$ cat config.mk
export PLATFORM = sky130hd
export DESIGN_NAME = numeric_literal_scanner_flat
export DESIGN_NICKNAME = d
export VERILOG_FILES = /design/src/nls_pkg.sv /design/src/nls_if.sv /design/src/nls_step.sv /design/src/nls_out_buf.sv /design/src/numeric_literal_scanner.sv /design/src/flat_wrapper.sv
export SDC_FILE = /design/constraint.sdc
export NUM_CORES = 1
export LEC_CHECK = 0
export BUFFER_PORTS_ARGS = -buffer_cell sky130_fd_sc_hd__buf_2
export CORE_MARGIN = 8
export CORE_UTILIZATION = 40
export CTS_BUF_LIST = sky130_fd_sc_hd__clkbuf_8
export DETAILED_ROUTE_END_ITERATION = 7
export PLACE_DENSITY = 0.61
export SLEW_MARGIN = 0
export SYNTH_ARGS = -nofsm -noshare
export SYNTH_HDL_FRONTEND = slang
export SYNTH_SLANG_ARGS = --single-unit
$ cat constraint.sdc
create_clock -name clk -period 2.6 [get_ports clk]
set_clock_uncertainty 0.15 [all_clocks]
set_input_delay 0.13 -clock clk [delete_from_list [all_inputs] [get_ports clk]]
set_output_delay 0.13 -clock clk [all_outputs]
set_load 0.01 [all_outputs]
$ cat src/nls_pkg.sv
// Shared types and constants for the numeric literal scanner.
// Holds the scan phases, the suffix and error codes, byte codes and the result record.
// No dependencies.
package nls_pkg;

  localparam int MAX_TOKEN_LEN_DEF = 4095;
  localparam int TOKEN_LEN_W       = 12;
  localparam int TOKEN_LEN_CAP     = 4095;

  typedef enum logic [3:0] {
    PH_IDLE,
    PH_LEAD_DOT,
    PH_DEC_INT,
    PH_DEC_FRAC,
    PH_DEC_EXP_START,
    PH_DEC_EXP_SIGN,
    PH_DEC_EXP_DIGITS,
    PH_HEX_INT,
    PH_HEX_FRAC,
    PH_HEX_EXP_START,
    PH_HEX_EXP_SIGN,
    PH_HEX_EXP_DIGITS
  } phase_t;

  typedef enum logic [2:0] {
    SUF_NONE,
    SUF_I,
    SUF_U,
    SUF_F,
    SUF_H
  } suffix_t;

  typedef enum logic [3:0] {
    ERR_OK,
    ERR_DEC_EXP_EMPTY,
    ERR_HEX_EXP_EMPTY,
    ERR_HEX_INT_EMPTY,
    ERR_HEX_FLOAT_EMPTY,
    ERR_HEX_DOT_NO_EXP,
    ERR_LEADING_ZERO,
    ERR_HEX_H_SUFFIX,
    ERR_BAD_START
  } error_t;

  localparam logic [7:0] CH_ZERO  = 8'h30;
  localparam logic [7:0] CH_NINE  = 8'h39;
  localparam logic [7:0] CH_DOT   = 8'h2E;
  localparam logic [7:0] CH_PLUS  = 8'h2B;
  localparam logic [7:0] CH_MINUS = 8'h2D;
  localparam logic [7:0] CH_LO_A  = 8'h61;
  localparam logic [7:0] CH_LO_F  = 8'h66;
  localparam logic [7:0] CH_UP_A  = 8'h41;
  localparam logic [7:0] CH_UP_F  = 8'h46;
  localparam logic [7:0] CH_LO_X  = 8'h78;
  localparam logic [7:0] CH_UP_X  = 8'h58;
  localparam logic [7:0] CH_LO_P  = 8'h70;
  localparam logic [7:0] CH_UP_P  = 8'h50;
  localparam logic [7:0] CH_LO_E  = 8'h65;
  localparam logic [7:0] CH_UP_E  = 8'h45;
  localparam logic [7:0] CH_LO_H  = 8'h68;
  localparam logic [7:0] CH_LO_I  = 8'h69;
  localparam logic [7:0] CH_LO_U  = 8'h75;

  localparam int HP_INT  = 0;
  localparam int HP_DOT  = 1;
  localparam int HP_FRAC = 2;
  localparam int HP_EXP  = 3;

  typedef struct packed {
    phase_t     phase;
    logic [1:0] int_digit_count;
    logic       first_digit_zero;
    logic       saw_float_mark;
    logic       saw_hex_prefix;
    logic [3:0] hex_parts_seen;
  } scan_state_t;

  typedef struct packed {
    logic                   consumed;
    logic                   done_res;
    logic                   float_flag;
    suffix_t                suffix_code;
    logic                   is_hex;
    logic [TOKEN_LEN_W-1:0] token_length;
    error_t                 error_code;
  } result_t;

endpackage

$ cat src/nls_if.sv
// Channel interfaces of the numeric literal scanner: source bytes in, results out.
// Depends on nls_pkg.
interface nls_byte_if;
  logic       valid;
  logic       ready;
  logic [7:0] source_byte;
  logic       end_of_input;

  modport source (output valid, source_byte, end_of_input, input ready);
  modport sink (input valid, source_byte, end_of_input, output ready);
endinterface

interface nls_result_if;
  logic                           valid;
  logic                           ready;
  logic                           consumed;
  logic                           done_res;
  logic                           float_flag;
  logic [2:0]                     suffix_code;
  logic                           is_hex;
  logic [nls_pkg::TOKEN_LEN_W-1:0] token_length;
  logic [3:0]                     error_code;

  modport source (output valid, consumed, done_res, float_flag, suffix_code, is_hex,
                  token_length, error_code, input ready);
  modport sink (input valid, consumed, done_res, float_flag, suffix_code, is_hex,
                token_length, error_code, output ready);
endinterface

$ cat src/nls_step.sv
// Next-state and result logic for one source byte of the scanner.
// Purely combinational; depends on nls_pkg.
module nls_step #(
  parameter int MAX_TOKEN_LEN = nls_pkg::MAX_TOKEN_LEN_DEF,
  parameter int LEN_W         = $clog2(MAX_TOKEN_LEN + 1)
) (
  input  nls_pkg::scan_state_t st,
  input  logic [LEN_W-1:0]     len,
  input  logic [7:0]           source_byte,
  input  logic                 end_of_input,
  output nls_pkg::scan_state_t st_next,
  output logic [LEN_W-1:0]     len_next,
  output nls_pkg::result_t     res
);
  import nls_pkg::*;

  localparam int CAP = (MAX_TOKEN_LEN < TOKEN_LEN_CAP) ? MAX_TOKEN_LEN : TOKEN_LEN_CAP;

  logic             have, dig, hdig, sign, e_mark, p_mark;
  logic             fin, took;
  phase_t           nxt;
  suffix_t          suf;
  error_t           err;
  scan_state_t      upd;
  logic [LEN_W-1:0] len_took;

  assign have   = !end_of_input;
  assign dig    = have && source_byte >= CH_ZERO && source_byte <= CH_NINE;
  assign hdig   = dig || (have && ((source_byte >= CH_LO_A && source_byte <= CH_LO_F) ||
                                   (source_byte >= CH_UP_A && source_byte <= CH_UP_F)));
  assign sign   = have && (source_byte == CH_PLUS || source_byte == CH_MINUS);
  assign e_mark = have && (source_byte == CH_LO_E || source_byte == CH_UP_E);
  assign p_mark = have && (source_byte == CH_LO_P || source_byte == CH_UP_P);

  always_comb begin
    upd  = st;
    nxt  = st.phase;
    fin  = 1'b0;
    took = 1'b1;
    suf  = SUF_NONE;
    err  = ERR_OK;
    unique case (st.phase)
      PH_IDLE: begin
        if (dig) begin
          upd.int_digit_count  = 2'd1;
          upd.first_digit_zero = (source_byte == CH_ZERO);
          nxt                  = PH_DEC_INT;
        end else if (have && source_byte == CH_DOT) begin
          upd.saw_float_mark = 1'b1;
          nxt                = PH_LEAD_DOT;
        end else begin
          fin = 1'b1; took = 1'b0; err = ERR_BAD_START;
        end
      end
      PH_LEAD_DOT: begin
        if (dig) begin
          nxt = PH_DEC_FRAC;
        end else begin
          fin = 1'b1; took = 1'b0; err = ERR_BAD_START;
        end
      end
      PH_DEC_INT: begin
        if (dig) begin
          if (st.int_digit_count < 2'd2) begin
            upd.int_digit_count = st.int_digit_count + 2'd1;
          end
        end else if (have && (source_byte == CH_LO_X || source_byte == CH_UP_X) &&
                     st.int_digit_count == 2'd1 && st.first_digit_zero) begin
          upd.saw_hex_prefix = 1'b1;
          nxt                = PH_HEX_INT;
        end else if (st.int_digit_count >= 2'd2 && st.first_digit_zero &&
                     !(have && (source_byte == CH_DOT || e_mark || source_byte == CH_LO_F ||
                                source_byte == CH_LO_H))) begin
          fin = 1'b1; took = 1'b0; err = ERR_LEADING_ZERO;
        end else if (have && source_byte == CH_DOT) begin
          upd.saw_float_mark = 1'b1;
          nxt                = PH_DEC_FRAC;
        end else if (e_mark) begin
          upd.saw_float_mark = 1'b1;
          nxt                = PH_DEC_EXP_START;
        end else begin
          fin = 1'b1;
          if (have && source_byte == CH_LO_I) suf = SUF_I;
          else if (have && source_byte == CH_LO_U) suf = SUF_U;
          else if (have && source_byte == CH_LO_F) suf = SUF_F;
          else if (have && source_byte == CH_LO_H) suf = SUF_H;
          else took = 1'b0;
        end
      end
      PH_DEC_FRAC, PH_DEC_EXP_DIGITS: begin
        if (dig) begin
          nxt = st.phase;
        end else if (e_mark && st.phase == PH_DEC_FRAC) begin
          nxt = PH_DEC_EXP_START;
        end else begin
          fin = 1'b1;
          if (have && source_byte == CH_LO_F) suf = SUF_F;
          else if (have && source_byte == CH_LO_H) suf = SUF_H;
          else took = 1'b0;
        end
      end
      PH_DEC_EXP_START: begin
        if (sign) begin
          nxt = PH_DEC_EXP_SIGN;
        end else if (dig) begin
          nxt = PH_DEC_EXP_DIGITS;
        end else begin
          fin = 1'b1; took = 1'b0; err = ERR_DEC_EXP_EMPTY;
        end
      end
      PH_DEC_EXP_SIGN: begin
        if (dig) begin
          nxt = PH_DEC_EXP_DIGITS;
        end else begin
          fin = 1'b1; took = 1'b0; err = ERR_DEC_EXP_EMPTY;
        end
      end
      PH_HEX_INT: begin
        if (hdig) begin
          upd.hex_parts_seen[HP_INT] = 1'b1;
        end else if (have && source_byte == CH_DOT) begin
          upd.hex_parts_seen[HP_DOT] = 1'b1;
          upd.saw_float_mark         = 1'b1;
          nxt                        = PH_HEX_FRAC;
        end else if (p_mark) begin
          upd.hex_parts_seen[HP_EXP] = 1'b1;
          upd.saw_float_mark         = 1'b1;
          nxt                        = PH_HEX_EXP_START;
        end else if (!st.hex_parts_seen[HP_INT]) begin
          fin = 1'b1; took = 1'b0; err = ERR_HEX_INT_EMPTY;
        end else begin
          fin = 1'b1;
          if (have && source_byte == CH_LO_I) suf = SUF_I;
          else if (have && source_byte == CH_LO_U) suf = SUF_U;
          else if (have && source_byte == CH_LO_H) err = ERR_HEX_H_SUFFIX;
          else took = 1'b0;
        end
      end
      PH_HEX_FRAC: begin
        if (hdig) begin
          upd.hex_parts_seen[HP_FRAC] = 1'b1;
        end else if (p_mark) begin
          upd.hex_parts_seen[HP_EXP] = 1'b1;
          nxt                        = PH_HEX_EXP_START;
        end else begin
          fin  = 1'b1;
          took = 1'b0;
          if (!st.hex_parts_seen[HP_INT] && !st.hex_parts_seen[HP_FRAC]) begin
            err = ERR_HEX_FLOAT_EMPTY;
          end else if (!st.hex_parts_seen[HP_FRAC]) begin
            err = ERR_HEX_DOT_NO_EXP;
          end
        end
      end
      PH_HEX_EXP_START: begin
        if (sign) begin
          nxt = PH_HEX_EXP_SIGN;
        end else if (dig) begin
          nxt = PH_HEX_EXP_DIGITS;
        end else begin
          fin = 1'b1; took = 1'b0; err = ERR_HEX_EXP_EMPTY;
        end
      end
      PH_HEX_EXP_SIGN: begin
        if (dig) begin
          nxt = PH_HEX_EXP_DIGITS;
        end else begin
          fin = 1'b1; took = 1'b0; err = ERR_HEX_EXP_EMPTY;
        end
      end
      PH_HEX_EXP_DIGITS: begin
        if (dig) begin
          nxt = PH_HEX_EXP_DIGITS;
        end else if (!st.hex_parts_seen[HP_INT] && !st.hex_parts_seen[HP_FRAC]) begin
          fin = 1'b1; took = 1'b0; err = ERR_HEX_FLOAT_EMPTY;
        end else begin
          fin = 1'b1;
          if (have && source_byte == CH_LO_F) suf = SUF_F;
          else if (have && source_byte == CH_LO_H) suf = SUF_H;
          else took = 1'b0;
        end
      end
      default: begin
        fin = 1'b1; took = 1'b0; err = ERR_BAD_START;
      end
    endcase
  end

  always_comb begin
    len_took = len;
    if (took && len < LEN_W'(MAX_TOKEN_LEN)) begin
      len_took = len + LEN_W'(1);
    end
  end

  always_comb begin
    st_next       = upd;
    st_next.phase = nxt;
    len_next      = len_took;
    if (fin) begin
      st_next  = '0;
      len_next = '0;
    end
  end

  always_comb begin
    res          = '0;
    res.consumed = took;
    res.done_res = fin;
    if (fin) begin
      res.is_hex     = st.saw_hex_prefix;
      res.error_code = err;
      if (len_took > LEN_W'(CAP)) begin
        res.token_length = TOKEN_LEN_W'(CAP);
      end else begin
        res.token_length = TOKEN_LEN_W'(len_took);
      end
      if (err == ERR_OK) begin
        res.suffix_code = suf;
        res.float_flag  = st.saw_float_mark || suf == SUF_F || suf == SUF_H;
      end
    end
  end

endmodule

$ cat src/nls_out_buf.sv
// Result register of the scanner, holding one result until the sink takes it.
// Depends on nls_pkg and nls_result_if.
module nls_out_buf (
  input  logic                clk,
  input  logic                rst,
  input  logic                load,
  input  nls_pkg::result_t    d,
  output logic                can_load,
  nls_result_if.source        result
);
  import nls_pkg::*;

  logic    valid;
  result_t data;

  assign can_load = !valid || result.ready;

  always_ff @(posedge clk) begin
    if (rst) begin
      valid <= 1'b0;
    end else if (load) begin
      valid <= 1'b1;
    end else if (result.ready) begin
      valid <= 1'b0;
    end
  end

  always_ff @(posedge clk) begin
    if (load) begin
      data <= d;
    end
  end

  assign result.valid        = valid;
  assign result.consumed     = data.consumed;
  assign result.done_res     = data.done_res;
  assign result.float_flag   = data.float_flag;
  assign result.suffix_code  = data.suffix_code;
  assign result.is_hex       = data.is_hex;
  assign result.token_length = data.token_length;
  assign result.error_code   = data.error_code;

endmodule

$ cat src/numeric_literal_scanner.sv
// Top level of the numeric literal scanner: state registers, step logic and result register.
// Depends on nls_pkg, nls_if, nls_step and nls_out_buf.
//
// The scanner takes one source byte per request and returns one result per byte, so a new
// byte is accepted in every cycle while the result register is free or being emptied. Each
// byte passes through the step logic in the cycle it is accepted; its result and the next scan
// state are registered together for the next cycle, which gives the one-byte-per-cycle
// figure. A result with done_res set closes the literal and the next byte starts a new one.
module numeric_literal_scanner #(
  parameter int MAX_TOKEN_LEN = nls_pkg::MAX_TOKEN_LEN_DEF
) (
  input  logic        clk,
  input  logic        rst,
  nls_byte_if.sink     bytes,
  nls_result_if.source result
);
  import nls_pkg::*;

  localparam int LEN_W = $clog2(MAX_TOKEN_LEN + 1);

  scan_state_t      st, st_next;
  logic [LEN_W-1:0] len, len_next;
  result_t          step_res;
  logic             can_load;
  logic             accept;

  assign bytes.ready = can_load;
  assign accept      = bytes.valid && can_load;

  nls_step #(
    .MAX_TOKEN_LEN (MAX_TOKEN_LEN),
    .LEN_W         (LEN_W)
  ) u_step (
    .st           (st),
    .len          (len),
    .source_byte  (bytes.source_byte),
    .end_of_input (bytes.end_of_input),
    .st_next      (st_next),
    .len_next     (len_next),
    .res          (step_res)
  );

  always_ff @(posedge clk) begin
    if (rst) begin
      st  <= '0;
      len <= '0;
    end else if (accept) begin
      st  <= st_next;
      len <= len_next;
    end
  end

  nls_out_buf u_out (
    .clk      (clk),
    .rst      (rst),
    .load     (accept),
    .d        (step_res),
    .can_load (can_load),
    .result   (result)
  );

endmodule

$ cat src/flat_wrapper.sv
// flat-port wrapper written by rule: the top's interface ports become plain ports
module numeric_literal_scanner_flat import nls_pkg::*;
#(
  parameter int MAX_TOKEN_LEN = nls_pkg::MAX_TOKEN_LEN_DEF
)
  (clk, rst, bytes_valid, bytes_source_byte, bytes_end_of_input, bytes_ready, result_valid, result_consumed, result_done_res, result_float_flag, result_suffix_code, result_is_hex, result_token_length, result_error_code, result_ready);
  nls_byte_if bytes_i ();
  nls_result_if result_i ();
  input  logic clk;
  input  logic rst;
  input wire logic [$bits(bytes_i.valid)-1:0] bytes_valid;
  input wire logic [$bits(bytes_i.source_byte)-1:0] bytes_source_byte;
  input wire logic [$bits(bytes_i.end_of_input)-1:0] bytes_end_of_input;
  output wire logic [$bits(bytes_i.ready)-1:0] bytes_ready;
  output wire logic [$bits(result_i.valid)-1:0] result_valid;
  output wire logic [$bits(result_i.consumed)-1:0] result_consumed;
  output wire logic [$bits(result_i.done_res)-1:0] result_done_res;
  output wire logic [$bits(result_i.float_flag)-1:0] result_float_flag;
  output wire logic [$bits(result_i.suffix_code)-1:0] result_suffix_code;
  output wire logic [$bits(result_i.is_hex)-1:0] result_is_hex;
  output wire logic [$bits(result_i.token_length)-1:0] result_token_length;
  output wire logic [$bits(result_i.error_code)-1:0] result_error_code;
  input wire logic [$bits(result_i.ready)-1:0] result_ready;
  assign bytes_i.valid = bytes_valid;
  assign bytes_i.source_byte = bytes_source_byte;
  assign bytes_i.end_of_input = bytes_end_of_input;
  assign bytes_ready = bytes_i.ready;
  assign result_valid = result_i.valid;
  assign result_consumed = result_i.consumed;
  assign result_done_res = result_i.done_res;
  assign result_float_flag = result_i.float_flag;
  assign result_suffix_code = result_i.suffix_code;
  assign result_is_hex = result_i.is_hex;
  assign result_token_length = result_i.token_length;
  assign result_error_code = result_i.error_code;
  assign result_i.ready = result_ready;
  numeric_literal_scanner #(.MAX_TOKEN_LEN(MAX_TOKEN_LEN)) u_core (.clk(clk), .rst(rst), .bytes(bytes_i), .result(result_i));
endmodule
==> out/qor.txt, run 1 <==
Final Instance Area: 4590 um^2
Power Density: 332 nW/um^2
most frequent cell after synthesis: a21oi_1
Synth-to-Final Area Change: 37.2%
number of H-tree levels: 2
# IOs: 38
IO buf count: 37
FF+latch count, synth: 47
final setup margin: 0.00575 ns
Slew @ Worst Pin: 0.625 ns
delay-heaviest family, CP: simple AND/OR/NAND/NOR gates
Static Leak: 0.00182 uW
Core Region: 8180 um^2
worst hold path depth: 3
syn nets: 427
DP Cell Count: 628
XOR/XNOR share of the synthesized area: 2.88%
DR vias/cell: 5.72
Placement Setup Slack: -0.372 ns
Remaining DRCs: 0
pin count of the biggest net entering global routing: 33
synthesized instance count: 411
Async SR Flop Fraction: 0%
fin crit period: 2.59 ns
Nets: 552
via count: 3673
1st-pass router iterations: 6
Max-slew headroom: 58.3%
Synth area leader: edfxtp_1
hpwl dp: 8.50 mm
slowest CP cell: or4_4
clock buffer depth: 2
Req. time, crit path: 2.70 ns
routability congestion estimate: 0.904
ys flop type: dfxtp_1
first-pass GRT wire length: 18.1 mm
most frequent CP cell: buf_4
clock transition at the registers of the reported paths: 0.09 ns
clock share of power: 35.7%
final setup fails: 0
Pint: 1150 uW
Worst R2R Path Depth: 13
final core occ: 56.1%
Worst setup EP type: flip-flop
grt ovf: 0
WHS Endpoint: u_core.u_out.result.valid$_SDFFE_PP0P_
Buf/Inv on CP: 4
Cell Count, Final, Fillers Out: 642
ANT nets after route: 0
total power: 1520 uW
FF-to-FF Start: u_core.st[8]$_SDFFE_PP0P_
largest family of logic cells by synthesized area: simple AND/OR/NAND/NOR gates
hold wc startpoint: result_ready
Antenna Cells: 0
GRT Overall Usage: 19.4%
CP Cell Sequence: inv_2 -> ha_2 -> and4b_1 -> buf_4 -> nand4_1 -> nand2_1 -> or4_4 -> o211ai_2 -> buf_6 -> a211oi_2 -> buf_4 -> o31a_1 -> o21ai_1
Netlist cell types: 67
Setup CP Type: flip-flop to flip-flop
Post-Synth Adder-Cell Area: 1.12%
DRT Wirelength: 11.0 mm
critical path data arrival time: 2.69 ns
Max Slew Vio Count: 0
Synth warnings: 0
simple-gate share of the synthesized area: 31.5%
die height: 107 um
Worst path depth: 13
root buf cell: clkbuf_8
peak supply drop: 0.302 mV
placed inst area: 4300 um^2
syn_area_per_cell: 8.14 um^2
Net Sw Frac: 24.3%
R2R Path End: u_core.len[11]$_SDFFE_PP0P_
post-route clock period utilization: 99.8%
Compound-Gate Fraction of Synth Area: 23.4%
crit path max fanout: 8
Max Cap Violations: 0
f_max: 385 MHz
initial drt markers: 359
RSZ-0062 raised after global routing: yes
Clk Latency, worst-skew pair: 0.31 ns
most common library cells after synthesis: a21oi_1 (36), nor2_1 (34), nand2_1 (33)
register area share after synthesis: 35.0%
synth top area cells: edfxtp_1 (21%), dfxtp_1 (14%), a21oi_1 (5.4%)
row count: 33
share of cells above drive strength 1: 35.8%
Fin. Hold Viols: 0
cts bufs inserted: 5
Seq pwr share: 52.1%
clock sinks: 47
Post-synth EDFFs: 23
element type at the critical path start: flip-flop
routed len/inst: 17.1 um
initial antenna violation count: 1
HP Class: input pin to flip-flop
switching pwr: 370 uW
full die area: 11500 um^2
CTS tree: yes
max incr delay on CP: 0.48 ns
Mapped Area: 3340 um^2
post-synthesis mux area share: 0.599%
status: finished clean
combinational share of power: 12.3%
vias in the first global route: 3533
Yosys top cell area share: 20.7%
Initial Util: 40.9%
Die X: 107 um
FF-to-FF setup slack: 0.006 ns
[power by group through the flow]
stage	clock, uW	sequential [uW]	combinational [uW]
after detailed placement	0	812	181
after floorplan	0	822	76.7
after global placement	0	812	179
after global routing	582	796	201
final	544	794	187
after CTS	557	795	184
[metrics by stage]
step           hold WS [ns]  TNS (ns)
2_1_floorplan         0.109         0
3_3_place_gp          0.226     -5.36
3_5_place_dp          0.238     -5.61
4_1_cts             0.00850   -0.0687
5_1_grt              0.0306     -1.28
6_report             0.0119         0
[cell type report]
cell class	count	area [um^2]
multi-input combinational	320	2090
tap	105	131
clock inverter	3	43.8
sequential	47	1180
fill	761	3590
clock buffer	5	68.8
timing repair buffer	142	995
inverter	20	75.1
[cell usage in the layout (no fill, tap or decap), drive strengths merged, types with 7 or more instances in the layout]
cell,synthesis,routed
nor2b,9,9
nand3,24,24
o211ai,7,7
nand4,9,9
o31a,7,7
nor2,35,35
and3,7,7
a21oi,38,38
dfxtp,24,24
nor3,10,10
nand2,33,33
xnor2,9,9
edfxtp,23,23
inv,19,19
a31oi,7,7
buf,14,141
o21ai,29,29
nand3b,8,8
[cell families (layout without fill, tap and decap cells)]
family | count (synthesis) | in the layout
XOR/XNOR | 11 | 11
buffers and inverters | 44 | 170
flip-flops | 47 | 47
AND/OR/NAND/NOR | 182 | 182
AO/OA/AOI/OAI | 122 | 122
adder cells (fa/ha/maj) | 3 | 3
multiplexers | 2 | 2
[registers in the layout, summed over array words and instances, names as in the netlist]
register and count:
u_core.len 12, u_core.u_out.result.float_flag 1, u_core.u_out.result.is_hex 1, u_core.u_out.result.token_length 12, u_core.u_out.result.done_res 1, u_core.u_out.result.consumed 1, u_core.u_out.result.error_code 4, u_core.u_out.result.suffix_code 3
u_core.st 11, u_core.u_out.result.valid 1
[timing repair]
action | in CTS | in global routing
pin swaps | 4 | 10
gates resized for setup | 10 | 25
gates cloned | 0 | 0
hold buffers | 1 | 0
endpoints found under the hold margin | 1 | 0
setup buffers | 2 | 5
setup endpoints to repair | 34 | 30
[layer usage]
layer / global-route usage, % / vias up / wire, um
met2: 29.6 / 142 / 4900
met1: 27.2 / 1722 / 5090
met5: 0 / - / 15
li1: - / 1788 / -
met3: 3.71 / 19 / 790
met4: 5.05 / 2 / 182
[tightest hold or removal path, cell delays in order]
cell and delay [ns]:
buf_2 0.07, nand2b_1 0.13, a21oi_1 0.08
[worst max path at each step]
stage,start,end,slack (ns)
after global placement,bytes_source_byte[4],u_core.u_out.result.token_length[6]$_SDFFCE_PN0P_,-0.36
after global routing,u_core.st[7]$_SDFFE_PP0P_,u_core.len[8]$_SDFFE_PP0P_,-0.09
after CTS,u_core.st[8]$_SDFFE_PP0P_,u_core.len[11]$_SDFFE_PP0P_,-0.04
final,u_core.st[8]$_SDFFE_PP0P_,u_core.len[11]$_SDFFE_PP0P_,0.006
after detailed placement,bytes_source_byte[4],u_core.u_out.result.token_length[6]$_SDFFCE_PN0P_,-0.37
after floorplan,bytes_source_byte[3],u_core.u_out.result.token_length[10]$_SDFFCE_PN0P_,0.02
No activity file was read; power rests on OpenSTA's default activity.
==> run 2, diff against run 1 <==
- HOLD_SLACK_MARGIN: not set -> 0.05
==> run 2 against run 1 <==
  * Non-clock buffer count up 1
  * Clock power down 0.7%
  * Routed wire length about the same
  * Combinational power about the same
  * Critical path depth unchanged
  * Sequential power about the same
  * Highest routed layer unchanged
  * Die area unchanged
==> out/qor.txt, run 2 (same netlist as run 1, synthesis figures left out) <==
element type at the critical path start: flip-flop (unchanged)
total power: 1520 uW (about the same)
share of cells above drive strength 1: 35.7% (was 35.8%)
Nets: 553 (was 552)
area of the multi-input gates: 2090 um^2 (unchanged)
cts bufs inserted: 5 (unchanged)
1st-pass router iterations: 5 (was 6)
initial antenna violation count: 1 (unchanged)
DP Cell Count: 628 (unchanged)
Slew @ Worst Pin: 0.618 ns (was 0.625 ns)
critical path data arrival time: 2.69 ns (about the same)
Req. time, crit path: 2.69 ns (was 2.70 ns)
via count: 3672 (was 3673)
crit path max fanout: 8 (unchanged)
FF+latch area: 1180 um^2 (unchanged)
hpwl dp: 8.50 mm (unchanged)
routed len/inst: 17.1 um (about the same)
post-route clock period utilization: 99.9% (was 99.8%)
FF-to-FF setup slack: 0.003 ns (was 0.006 ns)
most common cell after layout, fill and taps aside: buf_4 (unchanged)
Static Leak: 0.00183 uW (was 0.00182 uW)
Max Slew Vio Count: 0 (unchanged)
peak supply drop: 0.301 mV (was 0.302 mV)
CTS tree: yes (unchanged)
Cell Count, Final, Fillers Out: 643 (was 642)
status: finished clean (unchanged)
GRT Overall Usage: 19.4% (about the same)
Synth-to-Final Area Change: 37.5% (was 37.2%)
number of H-tree levels: 2 (unchanged)
Antenna Cells: 0 (unchanged)
Fin. Hold Viols: 0 (unchanged)
Power Density: 331 nW/um^2 (was 332 nW/um^2)
HP Class: input pin to flip-flop (unchanged)
pin count of the biggest net entering global routing: 33 (unchanged)
DRT Wirelength: 11.0 mm (about the same)
fin crit period: 2.60 ns (was 2.59 ns)
RSZ-0062 raised after global routing: yes (unchanged)
first-pass GRT wire length: 18.1 mm (about the same)
IO buf count: 37 (unchanged)
Clk Latency, worst-skew pair: 0.31 ns (about the same)
clock sinks: 47 (unchanged)
f_max: 385 MHz (about the same)
final setup fails: 0 (unchanged)
met2 routed WL: 4.94 mm (was 4.90 mm)
root buf cell: clkbuf_8 (unchanged)
Max-slew headroom: 58.8% (was 58.3%)
die height: 107 um (unchanged)
initial drt markers: 321 (was 359)
Die X: 107 um (unchanged)
# IOs: 38 (unchanged)
Final Instance Area: 4600 um^2 (was 4590 um^2)
Remaining DRCs: 0 (unchanged)
final core occ: 56.2% (was 56.1%)
most frequent cells in the layout: buf_4 (100), buf_2 (37), a21oi_1 (34) (unchanged)
Worst setup EP type: flip-flop (unchanged)
WL met1: 5.26 mm (was 5.09 mm)
clock transition at the registers of the reported paths: 0.09 ns (about the same)
clock buffer depth: 2 (unchanged)
placed inst area: 4300 um^2 (unchanged)
Routed met3 length: 621 um (was 790 um)
routability congestion estimate: 0.904 (unchanged)
Fillers: 763 (was 761)
Setup CP Type: flip-flop to flip-flop (unchanged)
ANT nets after route: 0 (unchanged)
highest metal used: met5 (unchanged)
Max Cap Violations: 0 (unchanged)
full die area: 11500 um^2 (unchanged)
vias in the first global route: 3539 (was 3533)
DR vias/cell: 5.71 (was 5.72)
Core Region: 8180 um^2 (unchanged)
row count: 33 (unchanged)
Initial Util: 40.9% (unchanged)
grt ovf: 0 (unchanged)
## run 2: changes by cell type in the layout (fill, tap and decap cells not counted), sizes merged
| cell | change |
|---|---|
| dlygate4sd3 | +1 |
## run 2: per-layer routing
metal / vias to the layer above / GRT usage (%)
met4: 2 / 5.05
met2: 109 / 29.7
met1: 1756 / 27.2
met5: - / 0
li1: 1791 / -
met3: 14 / 3.71
## run 2: metrics by stage
step / setup slack, ns / setup TNS (ns) / hold WS [ns]
2_1_floorplan: 0.0185 / 0 / 0.109
3_3_place_gp: -0.361 / -5.36 / 0.226
3_5_place_dp: -0.372 / -5.61 / 0.238
4_1_cts: -0.0385 / -0.0687 / 0.157
5_1_grt: -0.0865 / -1.28 / 0.205
6_report: 0.00293 / 0 / 0.164
## run 2: path summary, 6_finish.rpt
kind | startpoint | to | depth (start not counted)
max | u_core.st[8]$_SDFFE_PP0P_ | u_core.len[11]$_SDFFE_PP0P_ | 13
min | bytes_source_byte[5] | u_core.st[6]$_SDFFE_PP0P_ | 5
max reg2reg | u_core.st[8]$_SDFFE_PP0P_ | u_core.len[11]$_SDFFE_PP0P_ | 13
min reg2reg | u_core.st[4]$_SDFFE_PP0P_ | u_core.st[4]$_SDFFE_PP0P_ | 1
## run 2: repair_timing
item,CTS,global route
hold buffers,2,0
setup endpoints to repair,34,30
endpoints found under the hold margin,1,0
resized for setup,10,25
buffers inserted,2,5
pin swaps,4,10
## run 2: area by class of cell
cell class	count	share of cell area [%]
Timing Repair Buffer	143	21.9
Multi-Input combinational cell	320	45.6
Clock buffer	5	1.50
Sequential cell	47	25.7
Inverter	20	1.63
Tap cell	105	2.86
Clock inverter	3	0.952
## run 2: where the power goes
group / internal (uW) / switching (uW)
registers: 790 / 4.02
clock network: 287 / 254
logic: 79.9 / 108
## run 2: critical path, cell delays in order, from the launching register on
cell	delay, ns
dfxtp_2	0.34
inv_2	0.03
ha_2	0.15
and4b_1	0.18
buf_4	0.13
nand4_1	0.09
nand2_1	0.06
or4_4	0.48
o211ai_2	0.19
buf_6	0.16
a211oi_2	0.09
buf_4	0.14
o31a_1	0.23
o21ai_1	0.12
==> run 3, diff against run 2 <==
- clock period: 2.6 -> 2.1 ns (I/O delays scaled with it)
==> run 3 against run 2 <==
  * Utilization increased by 9.6 points
  * Highest routed layer is now met4
  * First-iteration DRC count increased by 24%
  * Critical path depth decreased by 4
  * Cell area increased by 17%
  * Power increased by 19%
  * Non-clock buffer count increased by 49
  * Global-route usage increased by 1.8 points
  * The flow now finishes with violations (setup timing)
  * Sequential share of layout area decreased by 3.7 points
  * Worst hold slack improved by 0.046 ns
  * Setup slack got worse by 0.47 ns
  * Clock power increased by 6.3%
  * Largest cell class unchanged
==> out/qor.txt, run 3 (same netlist as run 1, synthesis figures left out) <==
grt ovf: 0 (unchanged)
total power: 1820 uW (was 1520 uW)
most frequent cells in the layout: buf_4 (136), buf_2 (37), nor2_1 (31) (was buf_4 (100), buf_2 (37), a21oi_1 (34))
critical path data arrival time: 2.66 ns (was 2.69 ns)
Die X: 107 um (unchanged)
DP Cell Count: 662 (was 628)
Static Leak: 0.00212 uW (was 0.00183 uW)
Max-slew headroom: 53.0% (was 58.8%)
hpwl dp: 8.95 mm (was 8.50 mm)
share of cells above drive strength 1: 48.7% (was 35.7%)
Synth-to-Final Area Change: 61.1% (was 37.5%)
row count: 33 (unchanged)
f_max: 389 MHz (was 385 MHz)
GRT Max-Usage Layer: met2 (unchanged)
HP Class: input pin to flip-flop (unchanged)
Setup CP Type: flip-flop to flip-flop (unchanged)
GRT met3 Usage: 3.05% (was 3.71%)
status: finished with violations (was finished clean)
Clk Latency, worst-skew pair: 0.31 ns (about the same)
GRT Overall Usage: 21.2% (was 19.4%)
crit path max fanout: 7 (was 8)
number of H-tree levels: 2 (unchanged)
Power Density: 337 nW/um^2 (was 331 nW/um^2)
Worst setup EP type: flip-flop (unchanged)
fin crit period: 2.57 ns (was 2.60 ns)
root buf cell: clkbuf_8 (unchanged)
post-route clock period utilization: 122% (was 99.9%)
Core Region: 8180 um^2 (unchanged)
element type at the critical path start: flip-flop (unchanged)
CTS tree: yes (unchanged)
GRT met1 Usage: 28.5% (was 27.2%)
pin count of the biggest net entering global routing: 33 (unchanged)
FF-to-FF setup slack: -0.47 ns (was 0.003 ns)
worst hold path depth: 2 (was 5)
ANT nets after route: 0 (unchanged)
violated checks: setup timing
via count: 3968 (was 3672)
Max Slew Vio Count: 0 (unchanged)
Max Cap Violations: 0 (unchanged)
first-pass GRT wire length: 19.7 mm (was 18.1 mm)
RSZ-0062 raised after global routing: yes (unchanged)
vias in the first global route: 3882 (was 3539)
routability congestion estimate: 1.02 (was 0.904)
Nets: 602 (was 553)
initial antenna violation count: 0 (was 1)
Fin. Hold Viols: 0 (unchanged)
WHS: 0.210 ns (was 0.164 ns)
met2 usage: 34.1% (was 29.7%)
final setup fails: 41 (was 0)
clock transition at the registers of the reported paths: 0.10 ns (was 0.09 ns)
final setup margin: -0.470 ns (was 0.00293 ns)
Remaining DRCs: 0 (unchanged)
die height: 107 um (unchanged)
Antenna Cells: 0 (unchanged)
Cell Count, Final, Fillers Out: 692 (was 643)
cts bufs inserted: 5 (unchanged)
full die area: 11500 um^2 (unchanged)
peak supply drop: 0.276 mV (was 0.301 mV)
Req. time, crit path: 2.19 ns (was 2.69 ns)
# IOs: 38 (unchanged)
Fillers: 691 (was 763)
Slew @ Worst Pin: 0.705 ns (was 0.618 ns)
most common cell after layout, fill and taps aside: buf_4 (unchanged)
setup TNS: -14.45 ns (was 0 ns)
clock sinks: 47 (unchanged)
clock buffer depth: 2 (unchanged)
Initial Util: 40.9% (unchanged)
initial drt markers: 398 (was 321)
DR vias/cell: 5.73 (was 5.71)
routed len/inst: 18.3 um (was 17.1 um)
final core occ: 65.9% (was 56.2%)
Worst R2R Path Depth: 9 (was 13)
IO buf count: 37 (unchanged)
DRT Wirelength: 12.7 mm (was 11.0 mm)
1st-pass router iterations: 4 (was 5)
-- run 3: final cells by class --
| class | instances | area, um^2 | share of cell area, % |
|---|---|---|---|
| tap | 105 | 131 | 2.44 |
| sequential | 47 | 1180 | 22.0 |
| clock inverter | 3 | 20.0 | 0.372 |
| multi-input combinational | 320 | 2450 | 45.5 |
| clock buffer | 5 | 68.8 | 1.28 |
| inverter | 20 | 83.8 | 1.56 |
| timing repair buffer | 192 | 1450 | 26.9 |
-- run 3: final timing paths --
kind,from,endpoint
min reg2reg,u_core.st[5]$_SDFFE_PP0P_,u_core.st[5]$_SDFFE_PP0P_
min,rst,u_core.st[7]$_SDFFE_PP0P_
max,u_core.st[12]$_SDFFE_PP0P_,u_core.len[9]$_SDFFE_PP0P_
max reg2reg,u_core.st[12]$_SDFFE_PP0P_,u_core.len[9]$_SDFFE_PP0P_
-- run 3: routing by layer --
layer	share of wire, %	vias to the layer above
met2	47	155
met1	45	1894
met3	6.4	28
li1	-	1891
met4	2.3	0
met5	0	-
-- run 3: what timing repair did --
action                                 CTS  global route
endpoints found under the hold margin    1             0
pin swaps                               18            15
setup endpoints to repair               43            44
gates resized for setup                 59            36
hold buffers                             2             0
buffers inserted                        19             6
gates cloned                             1             0
-- run 3: critical path: stages (launching register included) --
cell and delay [ns]:
dfxtp_4 0.40, nor3b_4 0.20, o21ai_1 0.07, and4_1 0.18
or4_4 0.51, o211ai_4 0.33, a211oi_2 0.16, buf_4 0.16
o31a_1 0.22, o21ai_1 0.12
-- run 3: stage by stage --
step | area, um^2 | worst slack [ns]
CTS | 5220 | -0.428
global placement | 4700 | -0.613
finish | 5390 | -0.470
global route | 5390 | -0.590
floorplan | 3540 | -0.375
detailed placement | 4700 | -0.613
-- run 3: where the power goes --
part	internal, uW	switching, uW	total [uW]
clock	233	341	574
combinational	112	149	261
sequential	975	5.16	980
total	1320	495	1820
